### src/dcbd_pkg.sv
// Package for the dual-CPU bus decoder: memory sizes, map constants,
// opcode/route codes and the command struct passed from front to back.
// No dependencies.
package dcbd_pkg;

    localparam int WORK_RAM_DEPTH  = 65536;
    localparam int SOUND_RAM_DEPTH = 8192;
    localparam int WR_AW = $clog2(WORK_RAM_DEPTH);
    localparam int SR_AW = $clog2(SOUND_RAM_DEPTH);

    // power-on clear sweeps both RAMs in parallel
    localparam int CLR_DEPTH = (WORK_RAM_DEPTH > SOUND_RAM_DEPTH) ?
                               WORK_RAM_DEPTH : SOUND_RAM_DEPTH;
    localparam int CLR_W = $clog2(CLR_DEPTH) + 1;

    // index mod depth via reciprocal: q = (x * RECIP) >> RECIP_SHIFT
    localparam int RECIP_SHIFT = 33;
    localparam logic [23:0] WR_RECIP =
        24'(((64'd1 << RECIP_SHIFT) + 64'(WORK_RAM_DEPTH) - 64'd1) / 64'(WORK_RAM_DEPTH));
    localparam logic [23:0] SR_RECIP =
        24'(((64'd1 << RECIP_SHIFT) + 64'(SOUND_RAM_DEPTH) - 64'd1) / 64'(SOUND_RAM_DEPTH));

    localparam logic [23:0] CART_END      = 24'h400000;
    localparam logic [23:0] SRAM_BASE     = 24'h200000;
    localparam logic [23:0] SOUND_BASE    = 24'hA00000;
    localparam logic [23:0] FM_BASE       = 24'hA04000;
    localparam logic [23:0] IO_BASE       = 24'hA10000;
    localparam logic [23:0] BUSREQ_ADDR_A = 24'hA11000;
    localparam logic [23:0] BUSREQ_ADDR_B = 24'hA11100;
    localparam logic [23:0] RESET_REG     = 24'hA11200;
    localparam logic [23:0] BANK_ADDR     = 24'hA14000;
    localparam logic [23:0] VIDEO_BASE    = 24'hC00000;
    localparam logic [23:0] WORK_RAM_BASE = 24'hE00000;
    localparam logic [7:0]  VERSION_BYTE  = 8'hA0;
    localparam logic [15:0] HCOUNT_ADDR   = 16'h7F00;
    localparam logic [15:0] BANK_REG_END  = 16'h6100;

    localparam logic [4:0] IO_VERSION = 5'h00;
    localparam logic [4:0] IO_PAD     = 5'h03;
    localparam logic [4:0] IO_CTRL_A  = 5'h05;
    localparam logic [4:0] IO_CTRL_B  = 5'h07;
    localparam logic [4:0] IO_PAD_SEL = 5'h09;

    localparam int IN_W  = 56;
    localparam int OUT_W = 48;

    typedef enum logic [1:0] {
        OP_MAIN_RD,
        OP_MAIN_WR,
        OP_SND_RD,
        OP_SND_WR
    } op_t;

    typedef enum logic [2:0] {
        ROUTE_INTERNAL,
        ROUTE_CART_RD,
        ROUTE_SRAM_WR,
        ROUTE_VIDEO,
        ROUTE_FM_ADDR,
        ROUTE_FM_DATA
    } route_t;

    typedef enum logic [1:0] {
        MEM_NONE,
        MEM_WORK,
        MEM_SOUND
    } mem_sel_t;

    // first member lands in the top bits: read_data ends up at bit 0
    typedef struct packed {
        logic        sound_cpu_stalled;
        logic        sound_reset_pulse;
        logic        fm_port;
        logic [7:0]  target_data;
        logic [23:0] target_address;
        route_t      route;
        logic [7:0]  read_data;
    } result_t;

    typedef struct packed {
        mem_sel_t    mem_sel;
        logic        mem_we;
        logic [15:0] idx_raw;
        logic [15:0] quot;
        logic [7:0]  wdata;
        result_t     res;
    } cmd_t;

endpackage

### src/dcbd_queue.sv
// Two-entry command queue between decoder front end and RAM back end.
// Uses dcbd_pkg.
module dcbd_queue
    import dcbd_pkg::*;
(
    input  logic clk,
    input  logic rst_n,
    input  logic push,
    input  cmd_t push_cmd,
    output logic full,
    input  logic pop,
    output logic head_valid,
    output cmd_t head_cmd
);

    cmd_t       entry_reg [2];
    logic       wr_ptr_reg, wr_ptr_next;
    logic       rd_ptr_reg, rd_ptr_next;
    logic [1:0] count_reg, count_next;

    assign full       = count_reg == 2'd2;
    assign head_valid = count_reg != 2'd0;
    assign head_cmd   = entry_reg[rd_ptr_reg];

    assign wr_ptr_next = push ? ~wr_ptr_reg : wr_ptr_reg;
    assign rd_ptr_next = pop ? ~rd_ptr_reg : rd_ptr_reg;
    assign count_next  = count_reg + {1'b0, push} - {1'b0, pop};

    always_ff @(posedge clk)
    begin
        if (push)
            entry_reg[wr_ptr_reg] <= push_cmd;
    end

    always_ff @(posedge clk or negedge rst_n)
    begin
        if (!rst_n)
        begin
            wr_ptr_reg <= 1'b0;
            rd_ptr_reg <= 1'b0;
            count_reg  <= 2'd0;
        end
        else
        begin
            wr_ptr_reg <= wr_ptr_next;
            rd_ptr_reg <= rd_ptr_next;
            count_reg  <= count_next;
        end
    end

endmodule

### config.mk
export PLATFORM = sky130hd
export DESIGN_NAME = dcbd_queue
export DESIGN_NICKNAME = d
export VERILOG_FILES = /design/src/dcbd_pkg.sv /design/src/dcbd_queue.sv
export SDC_FILE = /design/constraint.sdc
export NUM_CORES = 1
export LEC_CHECK = 0
export BUFFER_PORTS_ARGS = -buffer_cell sky130_fd_sc_hd__buf_2
export CORE_AREA = 2 2 111 113
export CTS_BUF_LIST = sky130_fd_sc_hd__clkbuf_4
export DETAILED_ROUTE_END_ITERATION = 8
export DIE_AREA = 0 0 113 115
export HOLD_SLACK_MARGIN = 0.1
export PLACE_DENSITY = 0.82
export SLEW_MARGIN = 20
export SYNTH_ARGS = -nofsm -noshare
export SYNTH_HDL_FRONTEND = slang
export SYNTH_SLANG_ARGS = --single-unit
### constraint.sdc
create_clock -name clk -period 12.2 [get_ports clk]
set_input_delay 0.61 -clock clk [delete_from_list [all_inputs] [get_ports clk]]
set_output_delay 0.61 -clock clk [all_outputs]
set_load 0.05 [all_outputs]
==> results_dict.tcl <==
set metrics [dict create \
    status "finished, violations left" \
    violations "DRC" \
    fin_skew_ns 0.01418 \
    dp_cells 614 \
    slew_headroom 0.3691 \
    first_iter_violations 197 \
    worst_pin_slew_ns 0.9443 \
    netlist_instances 292 \
    grt_overflow 0 \
    final.setup.tns_ns 0 \
    hold_viol 0 \
    cts_max_level 4 \
    synth_xor_area_frac 0.006180 \
    crit_arrival_ns 2.29 \
    grt_pass1_wl_um 16980 \
    max_freq_mhz 344.9 \
    yosys_warnings 0 \
    synth_top_area_frac 0.8000 \
    synthMuxAreaShare 0.1500 \
    cts_resized 0 \
    pwr_density_cell_nw_per_um2 260.9 \
    setup_violations 0 \
    routedWlPerCell_um 17.09 \
    path_class "flop to output port" \
    r2r.worst_path.cells 2 \
    regToRegSetupSlack_ns 9.85 \
    clock_path_buffers 2 \
    p_comb_frac 0.433 \
    numCtsBuffers 17 \
    power_uw 2079 \
    postCtsHoldBufs 1 \
    ir_drop_mv 0.2054 \
    final_cells 648 \
    hold_slack_ns 0.2234 \
    drt_wl_total_um 11080 \
    period_minus_slack_ns 2.899 \
    start_kind "flop" \
    min-delay-start "push_cmd[37]" \
    whs_endpoint "entry_reg[1][37]" \
    yosys.area_share.adder 0.003745 \
    post-route-period-util 0.2377 \
    hold-path-cell-count 1 \
    via_count 3309 \
    syn_nets 387 \
    tritoncts "yes" \
    clkSlewWorstSetupHoldPaths_ns 0.14 \
    postCtsSetupBuffers 0 \
    ant_nets 0 \
    synth-simple-area-share 0.003745 \
    yosys-top-cells-area "edfxtp_1 (80%), mux2_2 (15%), clkbuf_8 (1.9%), dfrtp_1 (1.5%), ha_1 (0.37%)" \
    yosysUniqueCellTypes 12 \
    cap_violations 0 \
    grt_usage 0.1755 \
    ys_ff_latch 182 \
    largest_reg_flops 178 \
    r2r-end "entry_reg[0][69]" \
    pin_count 184 \
    avgSynthCellArea_um2 22.88 \
    place_congestion 0.7154 \
    antenna_cells 0 \
    drv_slew 0 \
    worstPathRequired_ns 11.59 \
    pwr-share-seq 0.423 \
    grt_pass1_vias 3439 \
    drive_gt1_frac 0.6168 \
    worst-path-max-fanout 59 \
    fp-row-count 40 \
    grt_antenna_before_repair 1 \
    start_util 0.5657 \
    switching_share 0.4317 \
    yosysSeqAreaShare 0.8150 \
    root_buffer "clkbuf_4" \
    viasPerCell 5.106 \
    port_buffers 183 \
    hpwl_um 7260 \
    cellLeakagePower_uw 0.003008 \
    cts.sinks 182 \
    die_y_um 115 \
    rr_startpoint "wr_ptr_reg" \
    syn_area_um2 6681 \
    dr.pass1.iters 7 \
    grt_max_degree 91 \
    insertion_delay_ns 0.56 \
    holdCritPathClass "primary input to flop" \
    synth_compound_area_frac 0 \
    end_kind "output port" \
    route.detailed.drc 14 \
    rsz0062_at_grt "no" \
    p_sw_uw 897.7 \
    layout.nets 583 \
    p_int_uw 1182 \
    coreArea_um2 11810 \
    power_frac_clock 0.144 \
    die-area_um2 13000 \
    die_w_um 113 \
    yosysTopAreaCell "edfxtp_1" \
    synth_top_family_by_area "multiplexers" \
    syn_to_final_growth_pct 19.29 \
]
==> logic make-up (layout without fill, tap and decap cells) <==
kind of cell               count (synthesis)  in the layout
xor gates and xnor gates                   3              3
adders and majority gates                  2              2
muxes                                     89             89
DFF                                      182            182
buffers and inverters                     12            221
and+or+nand+nor                            4              4
==> cell usage in the layout, fill, tap and decap left out <==
master,count
nor2b_4,1
dlygate4sd3_1,1
mux2_2,89
dfrtp_1,3
edfxtp_1,178
clkbuf_4,17
clkinv_2,2
clkinvlp_4,4
ha_1,2
and2_4,1
clkinv_1,2
inv_1,2
inv_6,3
or2_2,1
dfrtp_4,1
buf_2,183
bufinv_16,1
xor3_1,1
buf_4,2
xor2_1,2
clkinv_4,3
buf_16,1
nor2b_1,1
==> power by group through the flow <==
stage	logic [uW]	registers [uW]	clock network, uW
after floorplan	770	875	0
after global placement	859	921	0
after detailed placement	865	932	0
after CTS	868	917	309
after global routing	945	892	333
final	901	879	299
==> per-layer routing <==
metal  vias up  global-route usage  part of all wire
met1      1605              0.2064              0.38
met5         -                   0            0.0014
li1       1554                   -                 -
met4         2             0.07317             0.017
met2       130              0.2942              0.52
met3        18             0.06589             0.085
==> area by class of cell <==
type | instances | area (um^2)
sequential | 182 | 5449
tap | 147 | 183.9
clock inverter | 15 | 130.1
inverter | 2 | 7.507
timing repair buffer | 187 | 968.4
clock buffer | 17 | 127.6
fill | 801 | 3841
multi-input combinational | 98 | 1104
==> stage by stage <==
| step | util | area (um^2) | setup slack (ns) |
|---|---|---|---|
| 6_report | 0.6748 | 7970 | 9.301 |
| 5_1_grt | 0.6748 | 7970 | 9.172 |
| 4_1_cts | 0.6725 | 7943 | 9.043 |
| 3_5_place_dp | 0.6498 | 7675 | 9.437 |
| 3_3_place_gp | 0.6498 | 7675 | 9.498 |
| 2_1_floorplan | - | 6681 | 7.160 |
==> Yosys cell counts <==
master,instances
or2_2,1
buf_6,1
and2_1,1
nor2b_1,2
dfrtp_1,4
clkbuf_8,9
ha_1,2
xor3_1,1
mux2_2,89
xor2_1,2
edfxtp_1,178
inv_1,2
==> critical path: stages (launching register included) <==
cell and delay, ns:
dfrtp_4 0.74, buf_16 0.31, mux2_2 0.39, buf_2 0.21
==> worst max path at each step <==
stage	from	slack [ns]	to
2_1_floorplan	push	7.16	entry_reg[0][0]
3_3_place_gp	push	9.50	entry_reg[0][2]
3_5_place_dp	push	9.44	entry_reg[0][51]
4_1_cts	rd_ptr_reg	9.04	head_cmd[68]
5_1_grt	rd_ptr_reg	9.17	head_cmd[16]
6_report	rd_ptr_reg	9.30	head_cmd[29]
(Power assumes the default switching activity.)
