File: src/dcbd_pkg.sv
// Package for the dual-CPU bus decoder: memory sizes, map constants,
// opcode/route codes and the command struct passed from front to back.
// No dependencies.
package dcbd_pkg;

    localparam int WORK_RAM_DEPTH  = 65536;
    localparam int SOUND_RAM_DEPTH = 8192;
    localparam int WR_AW = $clog2(WORK_RAM_DEPTH);
    localparam int SR_AW = $clog2(SOUND_RAM_DEPTH);

    // power-on clear sweeps both RAMs in parallel
    localparam int CLR_DEPTH = (WORK_RAM_DEPTH > SOUND_RAM_DEPTH) ?
                               WORK_RAM_DEPTH : SOUND_RAM_DEPTH;
    localparam int CLR_W = $clog2(CLR_DEPTH) + 1;

    // index mod depth via reciprocal: q = (x * RECIP) >> RECIP_SHIFT
    localparam int RECIP_SHIFT = 33;
    localparam logic [23:0] WR_RECIP =
        24'(((64'd1 << RECIP_SHIFT) + 64'(WORK_RAM_DEPTH) - 64'd1) / 64'(WORK_RAM_DEPTH));
    localparam logic [23:0] SR_RECIP =
        24'(((64'd1 << RECIP_SHIFT) + 64'(SOUND_RAM_DEPTH) - 64'd1) / 64'(SOUND_RAM_DEPTH));

    localparam logic [23:0] CART_END      = 24'h400000;
    localparam logic [23:0] SRAM_BASE     = 24'h200000;
    localparam logic [23:0] SOUND_BASE    = 24'hA00000;
    localparam logic [23:0] FM_BASE       = 24'hA04000;
    localparam logic [23:0] IO_BASE       = 24'hA10000;
    localparam logic [23:0] BUSREQ_ADDR_A = 24'hA11000;
    localparam logic [23:0] BUSREQ_ADDR_B = 24'hA11100;
    localparam logic [23:0] RESET_REG     = 24'hA11200;
    localparam logic [23:0] BANK_ADDR     = 24'hA14000;
    localparam logic [23:0] VIDEO_BASE    = 24'hC00000;
    localparam logic [23:0] WORK_RAM_BASE = 24'hE00000;
    localparam logic [7:0]  VERSION_BYTE  = 8'hA0;
    localparam logic [15:0] HCOUNT_ADDR   = 16'h7F00;
    localparam logic [15:0] BANK_REG_END  = 16'h6100;

    localparam logic [4:0] IO_VERSION = 5'h00;
    localparam logic [4:0] IO_PAD     = 5'h03;
    localparam logic [4:0] IO_CTRL_A  = 5'h05;
    localparam logic [4:0] IO_CTRL_B  = 5'h07;
    localparam logic [4:0] IO_PAD_SEL = 5'h09;

    localparam int IN_W  = 56;
    localparam int OUT_W = 48;

    typedef enum logic [1:0] {
        OP_MAIN_RD,
        OP_MAIN_WR,
        OP_SND_RD,
        OP_SND_WR
    } op_t;

    typedef enum logic [2:0] {
        ROUTE_INTERNAL,
        ROUTE_CART_RD,
        ROUTE_SRAM_WR,
        ROUTE_VIDEO,
        ROUTE_FM_ADDR,
        ROUTE_FM_DATA
    } route_t;

    typedef enum logic [1:0] {
        MEM_NONE,
        MEM_WORK,
        MEM_SOUND
    } mem_sel_t;

    // first member lands in the top bits: read_data ends up at bit 0
    typedef struct packed {
        logic        sound_cpu_stalled;
        logic        sound_reset_pulse;
        logic        fm_port;
        logic [7:0]  target_data;
        logic [23:0] target_address;
        route_t      route;
        logic [7:0]  read_data;
    } result_t;

    typedef struct packed {
        mem_sel_t    mem_sel;
        logic        mem_we;
        logic [15:0] idx_raw;
        logic [15:0] quot;
        logic [7:0]  wdata;
        result_t     res;
    } cmd_t;

endpackage

File: src/dcbd_front.sv
// Front end: accepts transactions, decodes them against the memory map and
// owns the bus-request, sound-reset, bank and pad-select registers. Uses dcbd_pkg.
module dcbd_front
    import dcbd_pkg::*;
(
    input  logic            clk,
    input  logic            rst_n,
    input  logic            s_tvalid,
    output logic            s_tready,
    input  logic [IN_W-1:0] s_tdata,
    input  logic            q_full,
    input  logic            clr_done,
    output logic            push,
    output cmd_t            cmd
);

    logic       breq_reg, breq_next;
    logic       srst_reg, srst_next;
    logic [7:0] bank_reg, bank_next;
    logic       padsel_reg, padsel_next;

    op_t         op;
    logic [23:0] addr;
    logic [7:0]  wd;
    logic [7:0]  pad;
    logic [8:0]  hpos;
    logic [15:0] s;
    logic [23:0] ma;
    logic [14:0] off;
    logic        wr;
    logic [39:0] prod;

    assign op   = op_t'(s_tdata[1:0]);
    assign addr = s_tdata[25:2];
    assign wd   = s_tdata[33:26];
    assign pad  = s_tdata[41:34];
    assign hpos = s_tdata[50:42];
    assign s    = addr[15:0];
    assign wr   = s_tdata[0];
    // window: bank * 8000h + (s - 8000h)
    assign ma   = (op == OP_MAIN_RD || op == OP_MAIN_WR) ? addr
                : ({1'b0, bank_reg, 15'b0} + {9'b0, s[14:0]});
    assign off  = ma[14:0];

    assign s_tready = !q_full && clr_done;
    assign push     = s_tvalid && s_tready;

    always_comb
    begin
        cmd         = '0;
        breq_next   = breq_reg;
        srst_next   = srst_reg;
        bank_next   = bank_reg;
        padsel_next = padsel_reg;
        cmd.wdata   = wd;
        cmd.mem_we  = wr;

        if (op == OP_MAIN_RD || op == OP_MAIN_WR || s[15])
        begin
            if (!wr)
            begin
                priority if (ma < CART_END)
                begin
                    cmd.res.route          = ROUTE_CART_RD;
                    cmd.res.target_address = ma;
                end
                else if (ma[23:2] == FM_BASE[23:2])
                    cmd.res.read_data = 8'h00;
                else if (ma[23:16] == SOUND_BASE[23:16])
                begin
                    if (breq_reg || off >= 15'h4000)
                        cmd.res.read_data = 8'hFF;
                    else
                    begin
                        cmd.mem_sel = MEM_SOUND;
                        cmd.idx_raw = {3'b0, off[12:0]};
                    end
                end
                else if (ma[23:5] == IO_BASE[23:5])
                begin
                    unique case (ma[4:0])
                        IO_VERSION: cmd.res.read_data = VERSION_BYTE;
                        IO_PAD:     cmd.res.read_data = padsel_reg ? {4'h3, pad[3:0]}
                                                                   : {4'h7, pad[7:4]};
                        IO_CTRL_A,
                        IO_CTRL_B:  cmd.res.read_data = 8'h7F;
                        default:    cmd.res.read_data = 8'h00;
                    endcase
                end
                else if (ma[23:5] == VIDEO_BASE[23:5])
                begin
                    cmd.res.route          = ROUTE_VIDEO;
                    cmd.res.target_address = ma;
                end
                else if (ma >= WORK_RAM_BASE)
                begin
                    cmd.mem_sel = MEM_WORK;
                    cmd.idx_raw = ma[15:0];
                end
                else
                    cmd.res.read_data = 8'hFF;
            end
            else
            begin
                priority if (ma[23:16] == SRAM_BASE[23:16])
                begin
                    cmd.res.route          = ROUTE_SRAM_WR;
                    cmd.res.target_address = ma;
                    cmd.res.target_data    = wd;
                end
                else if (ma < CART_END)
                begin
                end
                else if (ma[23:2] == FM_BASE[23:2])
                begin
                    cmd.res.route          = ma[0] ? ROUTE_FM_DATA : ROUTE_FM_ADDR;
                    cmd.res.fm_port        = ma[1];
                    cmd.res.target_address = {FM_BASE[23:2], ma[1:0]};
                    cmd.res.target_data    = wd;
                end
                else if (ma[23:16] == SOUND_BASE[23:16])
                begin
                    if (!breq_reg && off < 15'h4000)
                    begin
                        cmd.mem_sel = MEM_SOUND;
                        cmd.idx_raw = {3'b0, off[12:0]};
                    end
                end
                else if (ma[23:5] == IO_BASE[23:5])
                begin
                    if (ma[4:0] == IO_PAD_SEL)
                        padsel_next = wd[6];
                end
                else if (ma == BUSREQ_ADDR_A || ma == BUSREQ_ADDR_B)
                    breq_next = wd[0];
                else if (ma == RESET_REG)
                begin
                    srst_next                 = wd[0];
                    cmd.res.sound_reset_pulse = wd[0];
                end
                else if (ma == BANK_ADDR)
                    bank_next = wd;
                else if (ma[23:5] == VIDEO_BASE[23:5])
                begin
                    cmd.res.route          = ROUTE_VIDEO;
                    cmd.res.target_address = ma;
                    cmd.res.target_data    = wd;
                end
                else if (ma >= WORK_RAM_BASE)
                begin
                    cmd.mem_sel = MEM_WORK;
                    cmd.idx_raw = ma[15:0];
                end
            end
        end
        else
        begin
            // sound CPU, low map
            if (!wr)
            begin
                priority if (s < 16'h4000)
                begin
                    cmd.mem_sel = MEM_SOUND;
                    cmd.idx_raw = {3'b0, s[12:0]};
                end
                else if (s == HCOUNT_ADDR)
                    cmd.res.read_data = hpos[8:1];
                else
                    cmd.res.read_data = 8'h00;
            end
            else
            begin
                priority if (s < 16'h4000)
                begin
                    cmd.mem_sel = MEM_SOUND;
                    cmd.idx_raw = {3'b0, s[12:0]};
                end
                else if (s < 16'h6000)
                begin
                    cmd.res.route          = s[0] ? ROUTE_FM_DATA : ROUTE_FM_ADDR;
                    cmd.res.fm_port        = s[1];
                    cmd.res.target_address = {FM_BASE[23:2], s[1:0]};
                    cmd.res.target_data    = wd;
                end
                else if (s < BANK_REG_END)
                    bank_next = wd;
                else
                begin
                end
            end
        end

        cmd.res.sound_cpu_stalled = breq_next | srst_next;
        prod     = 40'(cmd.idx_raw) * 40'((cmd.mem_sel == MEM_WORK) ? WR_RECIP : SR_RECIP);
        cmd.quot = 16'(prod >> RECIP_SHIFT);
    end

    always_ff @(posedge clk or negedge rst_n)
    begin
        if (!rst_n)
        begin
            breq_reg   <= 1'b0;
            srst_reg   <= 1'b1;
            bank_reg   <= 8'h00;
            padsel_reg <= 1'b0;
        end
        else if (push)
        begin
            breq_reg   <= breq_next;
            srst_reg   <= srst_next;
            bank_reg   <= bank_next;
            padsel_reg <= padsel_next;
        end
    end

endmodule

File: config.mk
export PLATFORM = sky130hd
export DESIGN_NAME = dcbd_front
export DESIGN_NICKNAME = d
export VERILOG_FILES = /design/src/dcbd_pkg.sv /design/src/dcbd_front.sv
export SDC_FILE = /design/constraint.sdc
export NUM_CORES = 1
export LEC_CHECK = 0
export BUFFER_PORTS_ARGS = -buffer_cell sky130_fd_sc_hd__buf_2
export CAP_MARGIN = 20
export CORE_MARGIN = 2
export CORE_UTILIZATION = 50
export DETAILED_ROUTE_END_ITERATION = 12
export GPL_TIMING_DRIVEN = 0
export PLACE_DENSITY = 0.94
export SYNTH_ARGS = -nofsm -noshare
export SYNTH_HDL_FRONTEND = slang
export SYNTH_SLANG_ARGS = --single-unit
File: constraint.sdc
create_clock -name clk -period 5.6 [get_ports clk]
set_clock_uncertainty 0.05 [all_clocks]
set_input_delay 0.28 -clock clk [delete_from_list [all_inputs] [get_ports clk]]
set_output_delay 0.28 -clock clk [all_outputs]
set_load 0.02 [all_outputs]
==> qor.yml, run 1 <==
detailed_routing:
  drtIter0Drc: 192
  wl_met3_um: 808
  drt.antenna.violating_nets: 0
  drc: 0
  dr.pass1.iters: 5
  wl_per_cell_um: 15.74
  drt_wl_total_um: 8784
  route.met2.wl_um: 4429
  vias: 3086
  vias_per_cell: 5.530
  top_layer: "met4"
  wl_met1_um: 3385
placed_design:
  hpwl_um: 7292
  pre_cts_slack_ns: 0.9931
  io_buffers: 128
  placed_cells: 553
  gp_congestion: 0.9819
  dpl_cell_area_um2: 3565
final_layout:
  drive_gt1_share_pct: 39.34
  layout.nets: 591
  area_delta_synth_final_pct: 31.98
  final-instance-count-excl-fill: 558
  nFillCells: 439
  largest_reg_flops: 8
  fin_area_um2: 3620
  antenna_cells: 0
synthesis:
  synthCells: 330
  synth_area_leader_cell: "ha_1"
  synth.ff_latch_count: 11
  syn-cell-area_um2: 2743
  syn_area_per_cell_um2: 8.311
  ys.flop_type: "dfrtp_1"
  yosys.area.top_type_share_pct: 17.79
  synth_edf_count: 0
  synthArstFlopShare_pct: 100.0
  ys_top_cells_by_count: "39 x ha_1, 35 x and2_1, 23 x buf_4, 20 x nand2_1"
  synth.distinct_cells: 67
  netlist_top_cells_area: "ha_1 18%, dfrtp_1 9.1%, and2_1 8.0%"
  yosys_warnings: 0
  post-synth-top-count-cell: "ha_1"
  yosysSeqAreaShare_pct: 10.08
global_routing:
  grt-ovfl-total: 0
  grt_pass1_vias: 3026
  grt.total_usage_pct: 28.65
  antenna_found_initial: 0
  grt_max_degree: 12
  grt_pass1_wl_um: 14150
sta:
  rsz0062_at_grt: "no"
  finalCritPeriodShare_pct: 86.07
  final-setup-viol-count: 0
  finalHoldViolCount: 0
  fin_tns_setup_ns: 0
  slew_headroom_pct: 48.93
  period_needed_ns: 4.820
  final_max_slew_viol_count: 0
  tightest_slew_ns: 0.7602
  clock.fmax_ghz: 0.2075
  setup_slack_ns: 0.7800
floorplanning:
  die-area_um2: 6093
  die_w_um: 78.06
  start_util_pct: 52.69
  ioPinCount: 152
  fp.coreArea_um2: 5205
  std_cell_rows: 26
  fp.dieH_um: 78.06
clock_tree:
  path_clk_slew_ns: 0.05
  htree_levels: 1
  numCtsBuffers: 3
  numClockSinks: 11
  cts_tree: "built"
  ctsResizeCount: 0
  cts_buffer_depth: 2
  clk_latency_ns: 0.24
  cts-root-buf: "clkbuf_8"
worst_setup_path:
  critical-path-slowest-cell: "a222oi_1"
  critical_path_class: "reg -> out"
  setup.worst_path.start_class: "flip-flop"
  arrival_ns: 4.49
  crit_required_ns: 5.27
  end_kind: "output port"
  crit_chain: "or3b_1 > a222oi_1 > nand3b_1 > a21oi_2 > buf_2 > and2_1 > ha_1 > ha_1 > inv_1 > fa_1 > inv_1 > ha_1 > ha_1 > a21oi_1 > o21ai_0 > a211oi_1 > nor3_1 > nor2_1 > xnor2_1 > buf_2"
  cpMostUsedCell: "ha_1"
  slowest_delay_ns: 0.64
  path_max_fanout: 10
power:
  power_leakage_nw: 2.103
  p_total_mw: 0.3659
  ir_drop_mv: 0.1177
  powerDensity_nw_per_um2: 101.1
outcome:
  status: "finished, final reports clean"
flow_run:
  cap_violations: 0
min_path:
  worstHoldPathType: "in -> reg"
-- final cells by class --
cell class	instances	area [um^2]	area share, %
Tap cell	70	87.58	2.420
Sequential cell	11	276.5	7.639
Multi-Input combinational cell	295	2271	62.74
Inverter	17	63.81	1.763
Buffer	32	225.2	6.222
Clock buffer	4	45.04	1.244
Timing Repair Buffer	129	650.6	17.97
-- cell usage in the layout, fill, tap and decap left out, types with 6 or more instances in the layout --
cell type / count
nor4_1: 8
ha_1: 39
nor3_1: 8
mux2_4: 8
dfrtp_1: 10
a21oi_1: 6
buf_4: 23
a22o_1: 14
nor2b_1: 6
o21ai_0: 12
nor2_1: 16
mux2i_1: 10
conb_1: 27
nand3_1: 6
and2_1: 35
inv_1: 16
buf_2: 131
nand2_1: 20
-- final timing paths --
kind	slack, ns	startpoint	cells past startpoint	end
min reg2reg	0.48	bank_reg[7]$_DFFE_PN0P_	1	bank_reg[7]$_DFFE_PN0P_
max reg2reg	3.18	bank_reg[3]$_DFFE_PN0P_	6	bank_reg[1]$_DFFE_PN0P_
max	0.78	bank_reg[3]$_DFFE_PN0P_	20	cmd[54]
max in group asynchronous	4.84	rst_n	2	srst_reg$_DFFE_PN1P_
min	0.24	s_tdata[30]	2	bank_reg[4]$_DFFE_PN0P_
min in group asynchronous	0.39	rst_n	2	bank_reg[5]$_DFFE_PN0P_
-- routing by layer --
metal | up-vias | track usage (%)
met5 | - | 0
met4 | 0 | 10.35
met3 | 18 | 3.908
met2 | 167 | 53.28
met1 | 1428 | 33.29
li1 | 1473 | -
-- where the power goes --
part           total (mW)  switching (mW)  internal [mW]
logic               0.205           0.125         0.0794
clock network      0.0811          0.0310         0.0501
registers          0.0801        0.000199         0.0799
-- cell families (layout without fill, tap and decap cells) --
family	after synthesis	count (layout)	synth area share, %
AOI/OAI and AO/OA	60	60	16.70
xor gates and xnor gates	5	5	1.597
adders and majority gates	41	41	19.25
buffers and inverters	49	182	10.54
DFF	11	11	10.08
muxes	22	22	9.672
other	2	27	0.2738
and+or+nand+nor	140	140	31.89
-- repair_timing --
item | in CTS | in global routing
buffers inserted | 0 | 0
hold buffers | 1 | 0
endpoints found under the hold margin | 10 | 0
-- worst max-delay path: cells and delay by family (launching register included) --
family | cells | cell delay, ns
AND/OR/NAND/NOR | 5 | 1.07
AO/OA/AOI/OAI | 5 | 1.22
buffers and inverters | 4 | 0.52
flip-flops | 1 | 0.39
XOR/XNOR | 1 | 0.12
adder cells (fa/ha/maj) | 5 | 0.91
-- per-stage QoR --
step           utilization [%]  hold WS [ns]
6_report                 69.54        0.2437
5_1_grt                  69.54        0.2508
4_1_cts                  69.54        0.2436
3_5_place_dp             68.49        0.1179
2_1_floorplan                -      -0.06559
3_3_place_gp             68.49        0.1047
Power figures use the tool's default switching activity.
==> run 2, diff against run 1 <==
--- a/config.mk
+++ b/config.mk
@@ -9,6 +9,7 @@
 export CAP_MARGIN = 20
 export CORE_MARGIN = 2
 export CORE_UTILIZATION = 50
+export CTS_BUF_LIST = sky130_fd_sc_hd__clkbuf_8
 export DETAILED_ROUTE_END_ITERATION = 12
 export GPL_TIMING_DRIVEN = 0
 export PLACE_DENSITY = 0.94
==> run 2 against run 1 <==
Via count rose by 1.0%. Sequential power barely moved. Core utilization is the same. Clock-buffer cell count fell by 1. Critical path depth is the same. Flip-flop and latch count unchanged. Combinational power is essentially flat. Clock power fell by 2%. Setup slack worse by 0.0051 ns. Largest power group unchanged.
==> qor.yml, run 2 (synthesized netlist as in run 1, its figures left out) <==
sta:
  slew_headroom_pct: 48.70
  tightest_slew_ns: 0.7636
  finalCritPeriodShare_pct: 86.16
  fin_tns_setup_ns: 0
  final-setup-viol-count: 0
  period_needed_ns: 4.825
  clock.fmax_ghz: 0.2073
  rsz0062_at_grt: "no"
  finalHoldViolCount: 0
  final_max_slew_viol_count: 0
placed_design:
  gp_congestion: 0.9819
  hpwl_um: 7292
  io_buffers: 128
  dpl_cell_area_um2: 3565
  placed_cells: 553
power:
  switching_share_pct: 43.10
  switchingPower_mw: 0.1573
  power_leakage_nw: 2.107
  pwr-share-comb_pct: 56.2
  p_int_mw: 0.2076
  ir_drop_mv: 0.1174
  pwr-share-clk_pct: 21.8
  seqPwrFrac_pct: 22.0
  powerDensity_nw_per_um2: 100.8
floorplanning:
  start_util_pct: 52.69
  die_w_um: 78.06
  fp.coreArea_um2: 5205
  std_cell_rows: 26
  ioPinCount: 152
  fp.dieH_um: 78.06
  die-area_um2: 6093
worst_setup_path:
  setup.worst_path.start_class: "flip-flop"
  arrival_ns: 4.50
  worst-path-buf-inv: 4
  cp_top_family: "compound AO/OA/AOI/OAI gates"
  cpMostUsedCell: "ha_1"
  path_max_fanout: 10
  critical_path_class: "reg -> out"
  crit_chain: "or3b_1 > a222oi_1 > nand3b_1 > a21oi_2 > buf_2 > and2_1 > ha_1 > ha_1 > inv_1 > fa_1 > inv_1 > ha_1 > ha_1 > a21oi_1 > o21ai_0 > a211oi_1 > nor3_1 > nor2_1 > xnor2_1 > buf_2"
  critical-path-slowest-cell: "a222oi_1"
  crit_required_ns: 5.27
  slowest_delay_ns: 0.65
  end_kind: "output port"
clock_tree:
  numCtsBuffers: 3
  postCtsSetupBuffers: 0
  ctsResizeCount: 0
  numClockSinks: 11
  cts_buffer_depth: 2
  cts-root-buf: "clkbuf_8"
  cts_tree: "built"
  htree_levels: 1
  path_clk_slew_ns: 0.05
  clk_latency_ns: 0.24
final_layout:
  antenna_cells: 0
  layout.nets: 591
  fin_area_um2: 3620
  fin_util_pct: 69.54
  final_cell_mix: "131 x buf_2, 39 x ha_1, 35 x and2_1, 27 x conb_1, 23 x buf_4"
  final_common_cell: "buf_2"
  area_delta_synth_final_pct: 31.98
  drive_gt1_share_pct: 39.34
  final-instance-count-excl-fill: 558
  largest_reg_flops: 8
global_routing:
  antenna_found_initial: 0
  grt_use_met2_pct: 53.28
  grt.total_usage_pct: 28.65
  use_met3_pct: 3.908
  grt-ovfl-total: 0
  grt_most_used_layer: "met2"
  grt_pass1_wl_um: 14150
  grt_pass1_vias: 3026
  grt_max_degree: 12
  use_met1_pct: 33.29
detailed_routing:
  vias: 3117
  drc: 0
  vias_per_cell: 5.586
  wl_per_cell_um: 15.84
  drt.antenna.violating_nets: 0
  drt_wl_total_um: 8836
  dr.pass1.iters: 5
  drtIter0Drc: 202
flow_run:
  cap_violations: 0
outcome:
  status: "finished, final reports clean"
min_path:
  worstHoldPathType: "in -> reg"
## run 2: changes by cell type in the layout (fill, tap and decap cells not counted)
cell,change
inv_1,+1
clkbuf_1,-1
## run 2: worst paths after layout
path,cells past startpoint,to,startpoint,slack (ns)
min in group asynchronous,2,bank_reg[5]$_DFFE_PN0P_,rst_n,0.40
setup reg to reg,6,bank_reg[7]$_DFFE_PN0P_,bank_reg[3]$_DFFE_PN0P_,3.18
max in group asynchronous,2,srst_reg$_DFFE_PN1P_,rst_n,4.83
setup / recovery,20,cmd[54],bank_reg[3]$_DFFE_PN0P_,0.77
hold reg to reg,1,bank_reg[7]$_DFFE_PN0P_,bank_reg[7]$_DFFE_PN0P_,0.48
hold / removal,2,bank_reg[4]$_DFFE_PN0P_,s_tdata[30],0.24
## run 2: repair_timing
item / CTS / global route
endpoints found under the setup margin: 0 / 0
endpoints found under the hold margin: 10 / 0
hold buffers: 1 / 0
## run 2: cell type report
| type | instances | area [um^2] |
|---|---|---|
| Timing Repair Buffer | 129 | 650.6 |
| Inverter | 17 | 63.81 |
| Clock inverter | 1 | 3.754 |
| Clock buffer | 3 | 41.29 |
| Tap cell | 70 | 87.58 |
| Multi-Input combinational cell | 295 | 2271 |
| Fill cell | 439 | 1585 |
| Buffer | 32 | 225.2 |
| Sequential cell | 11 | 276.5 |
## run 2: layer usage
metal  routed length, um  vias to the layer above  share of wire [%]
met5                   0                        -                  0
met2                4369                      193                 49
met4                 189                        0                2.1
met3                 858                       22                9.7
li1                    -                     1473                  -
met1                3419                     1429                 39
## run 2: power by group through the flow
stage,combinational [mW],clock (mW),sequential (mW)
final,0.205,0.0797,0.0801
after global routing,0.223,0.0853,0.0801
after CTS,0.200,0.0809,0.0801
after detailed placement,0.199,0,0.0814
after global placement,0.194,0,0.0814
after floorplan,0.129,0,0.0813
## run 2: per-stage QoR
| step | setup slack (ns) | total power, mW | hold WS (ns) |
|---|---|---|---|
| 3_3_place_gp | 1.169 | 0.2749 | 0.1047 |
| 4_1_cts | 0.8149 | 0.3611 | 0.2434 |
| 2_1_floorplan | 1.517 | 0.2103 | -0.06559 |
| 5_1_grt | 0.4524 | 0.3883 | 0.2507 |
| 3_5_place_dp | 0.9931 | 0.2800 | 0.1179 |
| 6_report | 0.7749 | 0.3649 | 0.2422 |
==> run 3, diff against run 2 <==
--- a/config.mk
+++ b/config.mk
@@ -5,14 +5,15 @@
 export SDC_FILE = /design/constraint.sdc
 export NUM_CORES = 1
 export LEC_CHECK = 0
+export ABC_AREA = 1
 export BUFFER_PORTS_ARGS = -buffer_cell sky130_fd_sc_hd__buf_2
 export CAP_MARGIN = 20
 export CORE_MARGIN = 2
-export CORE_UTILIZATION = 50
+export CORE_UTILIZATION = 55
 export CTS_BUF_LIST = sky130_fd_sc_hd__clkbuf_8
 export DETAILED_ROUTE_END_ITERATION = 12
 export GPL_TIMING_DRIVEN = 0
-export PLACE_DENSITY = 0.94
+export PLACE_DENSITY = 0.95
 export SYNTH_ARGS = -nofsm -noshare
 export SYNTH_HDL_FRONTEND = slang
 export SYNTH_SLANG_ARGS = --single-unit
==> run 3 against run 2 <==
Die area is 20% higher. Register-to-register slack better by 0.56 ns. First-iteration DRC count is 88% higher. Design area is 25% higher. Combinational power is 53% higher. Setup slack better by 0.72 ns. Critical path depth is 3 higher. Largest power group unchanged.
==> qor.yml, run 3 <==
global_routing:
  grt_max_degree: 12
  grt-ovfl-total: 0
  antenna_found_initial: 0
  grt.total_usage_pct: 32.30
  grt_pass1_vias: 4291
  grt_pass1_wl_um: 19350
detailed_routing:
  drc: 0
  drtIter0Drc: 379
  wl_per_cell_um: 14.17
  dr.pass1.iters: 5
  vias_per_cell: 5.418
  vias: 4643
  drt_wl_total_um: 12150
  drt.antenna.violating_nets: 0
clock_tree:
  cts_buffer_depth: 2
  clk_latency_ns: 0.24
  numClockSinks: 11
  cts_tree: "built"
  cts-root-buf: "clkbuf_8"
  numCtsBuffers: 3
  hold_buffers: 1
  htree_levels: 1
  postCtsSetupBuffers: 0
  path_clk_slew_ns: 0.05
  ctsResizeCount: 0
outcome:
  status: "finished, final reports clean"
power:
  p_total_mw: 0.4900
  p_int_mw: 0.2427
  ir_drop_mv: 0.1933
  power_leakage_nw: 2.768
  switching_share_pct: 50.46
  powerDensity_nw_per_um2: 107.9
  pwr-share-comb_pct: 64.0
  switchingPower_mw: 0.2473
  seqPwrFrac_pct: 20.1
  pwr-share-clk_pct: 15.9
placed_design:
  hpwl_um: 10320
  placed_cells: 852
  gp_congestion: 0.9697
  io_buffers: 127
  dpl_cell_area_um2: 4484
sta:
  clock.fmax_ghz: 0.2435
  rsz0062_at_grt: "no"
  final-setup-viol-count: 0
  slew_headroom_pct: 58.93
  holdWs_ns: 0.2490
  finalCritPeriodShare_pct: 73.32
  tightest_slew_ns: 0.6160
  fin_tns_setup_ns: 0
  finalHoldViolCount: 0
  final_max_slew_viol_count: 0
  period_needed_ns: 4.106
final_layout:
  area_delta_synth_final_pct: 24.08
  nFillCells: 579
  layout.nets: 883
  final-instance-count-excl-fill: 857
  drive_gt1_share_pct: 28.97
  multi_input_area_um2: 2909
  largest_reg_flops: 8
  ff_latch_area_um2: 276.5
  final_cell_mix: "159 x nand2_1, 132 x buf_2, 99 x nor2_1, 68 x inv_1, 46 x nand3_1"
  fin_area_um2: 4539
  final_common_cell: "nand2_1"
  antenna_cells: 0
floorplanning:
  die-area_um2: 7321
  ioPinCount: 152
  fp.dieH_um: 85.56
  std_cell_rows: 29
  fp.coreArea_um2: 6386
  start_util_pct: 57.29
  die_w_um: 85.56
synthesis:
  yosys.area.top_type_share_pct: 16.31
  synth_area_leader_cell: "nand2_1"
  ys_top_cells_by_count: "159 x nand2_1, 99 x nor2_1, 67 x inv_1, 46 x nand3_1, 39 x ha_1"
  synth_edf_count: 0
  ys.flop_type: "dfrtp_1"
  synth.ff_latch_count: 11
  yosys_warnings: 0
  syn_area_per_cell_um2: 5.872
  synthArstFlopShare_pct: 100.0
  netlist_top_cells_area: "nand2_1 16%, ha_1 13%, nor2_1 10%"
  syn-cell-area_um2: 3659
  post-synth-top-count-cell: "nand2_1"
  synth.distinct_cells: 49
  synthCells: 623
  yosysSeqAreaShare_pct: 7.558
worst_setup_path:
  end_kind: "output port"
  path_max_fanout: 8
  arrival_ns: 3.78
  crit_required_ns: 5.27
  setup.worst_path.start_class: "flip-flop"
  critical_path_class: "reg -> out"
flow_run:
  cap_violations: 0
min_path:
  worstHoldPathType: "in -> reg"
-- run 3: final cells by class --
| class | instances | area share [%] |
|---|---|---|
| Clock inverter | 1 | 0.08269 |
| Sequential cell | 11 | 6.092 |
| Multi-Input combinational cell | 522 | 64.08 |
| Tap cell | 77 | 2.122 |
| Inverter | 74 | 6.229 |
| Clock buffer | 3 | 0.9096 |
| Buffer | 41 | 6.257 |
| Timing Repair Buffer | 128 | 14.22 |
-- run 3: cells by family (layout without fill, tap and decap cells) --
family	Yosys count	count (layout)	synth area share, %
AO/OA/AOI/OAI	81	81	14.33
XOR/XNOR	2	2	0.4789
adder cells (fa/ha/maj)	41	41	14.43
buffers and inverters	115	247	15.49
flip-flops	11	11	7.558
other	2	27	0.2053
AND/OR/NAND/NOR	371	371	47.50
-- run 3: final timing paths --
path | startpoint | endpoint | slack (ns) | cells past startpoint
max reg2reg | bank_reg[4]$_DFFE_PN0P_ | bank_reg[0]$_DFFE_PN0P_ | 3.74 | 10
min reg2reg | srst_reg$_DFFE_PN1P_ | srst_reg$_DFFE_PN1P_ | 0.43 | 2
max | bank_reg[0]$_DFFE_PN0P_ | cmd[54] | 1.49 | 23
min | s_tdata[29] | bank_reg[3]$_DFFE_PN0P_ | 0.25 | 3
min in group asynchronous | rst_n | bank_reg[7]$_DFFE_PN0P_ | 0.40 | 2
max in group asynchronous | rst_n | srst_reg$_DFFE_PN1P_ | 4.84 | 2
-- run 3: power groups by stage --
stage | registers (mW) | clock network, mW | logic, mW
3_5_place_dp | 0.0993 | 0 | 0.305
4_1_cts | 0.0983 | 0.0783 | 0.307
2_1_floorplan | 0.0959 | 0 | 0.217
3_3_place_gp | 0.0984 | 0 | 0.298
6_report | 0.0986 | 0.0778 | 0.314
5_1_grt | 0.0995 | 0.0837 | 0.344
-- run 3: layer usage --
metal	track usage, %	up-vias	share of wire, %
met5	0	-	0
met2	56.53	244	46
met4	8.802	0	1.6
li1	-	2289	-
met1	43.35	2091	44
met3	1.540	19	8.3
-- run 3: through the flow --
step | util (%) | setup slack [ns]
2_1_floorplan | - | 2.131
3_3_place_gp | 70.22 | 1.758
3_5_place_dp | 70.22 | 1.651
4_1_cts | 71.08 | 1.522
5_1_grt | 71.08 | 1.197
6_report | 71.08 | 1.494
-- run 3: critical path: stages, from the launching register on --
cell and delay, ns:
dfrtp_1 0.43, nand2_1 0.08, nand2_1 0.07, inv_1 0.18, nand2_1 0.10, nor2_2 0.16
nand3_4 0.16, nand2_1 0.09, inv_1 0.07, nand3_1 0.12, a21oi_1 0.10, ha_1 0.30
ha_1 0.19, inv_1 0.07, fa_1 0.16, inv_1 0.04, ha_1 0.17, ha_1 0.19
a21oi_1 0.16, nand2_1 0.13, a21oi_1 0.16, o31ai_1 0.09, xor2_1 0.14, buf_2 0.17
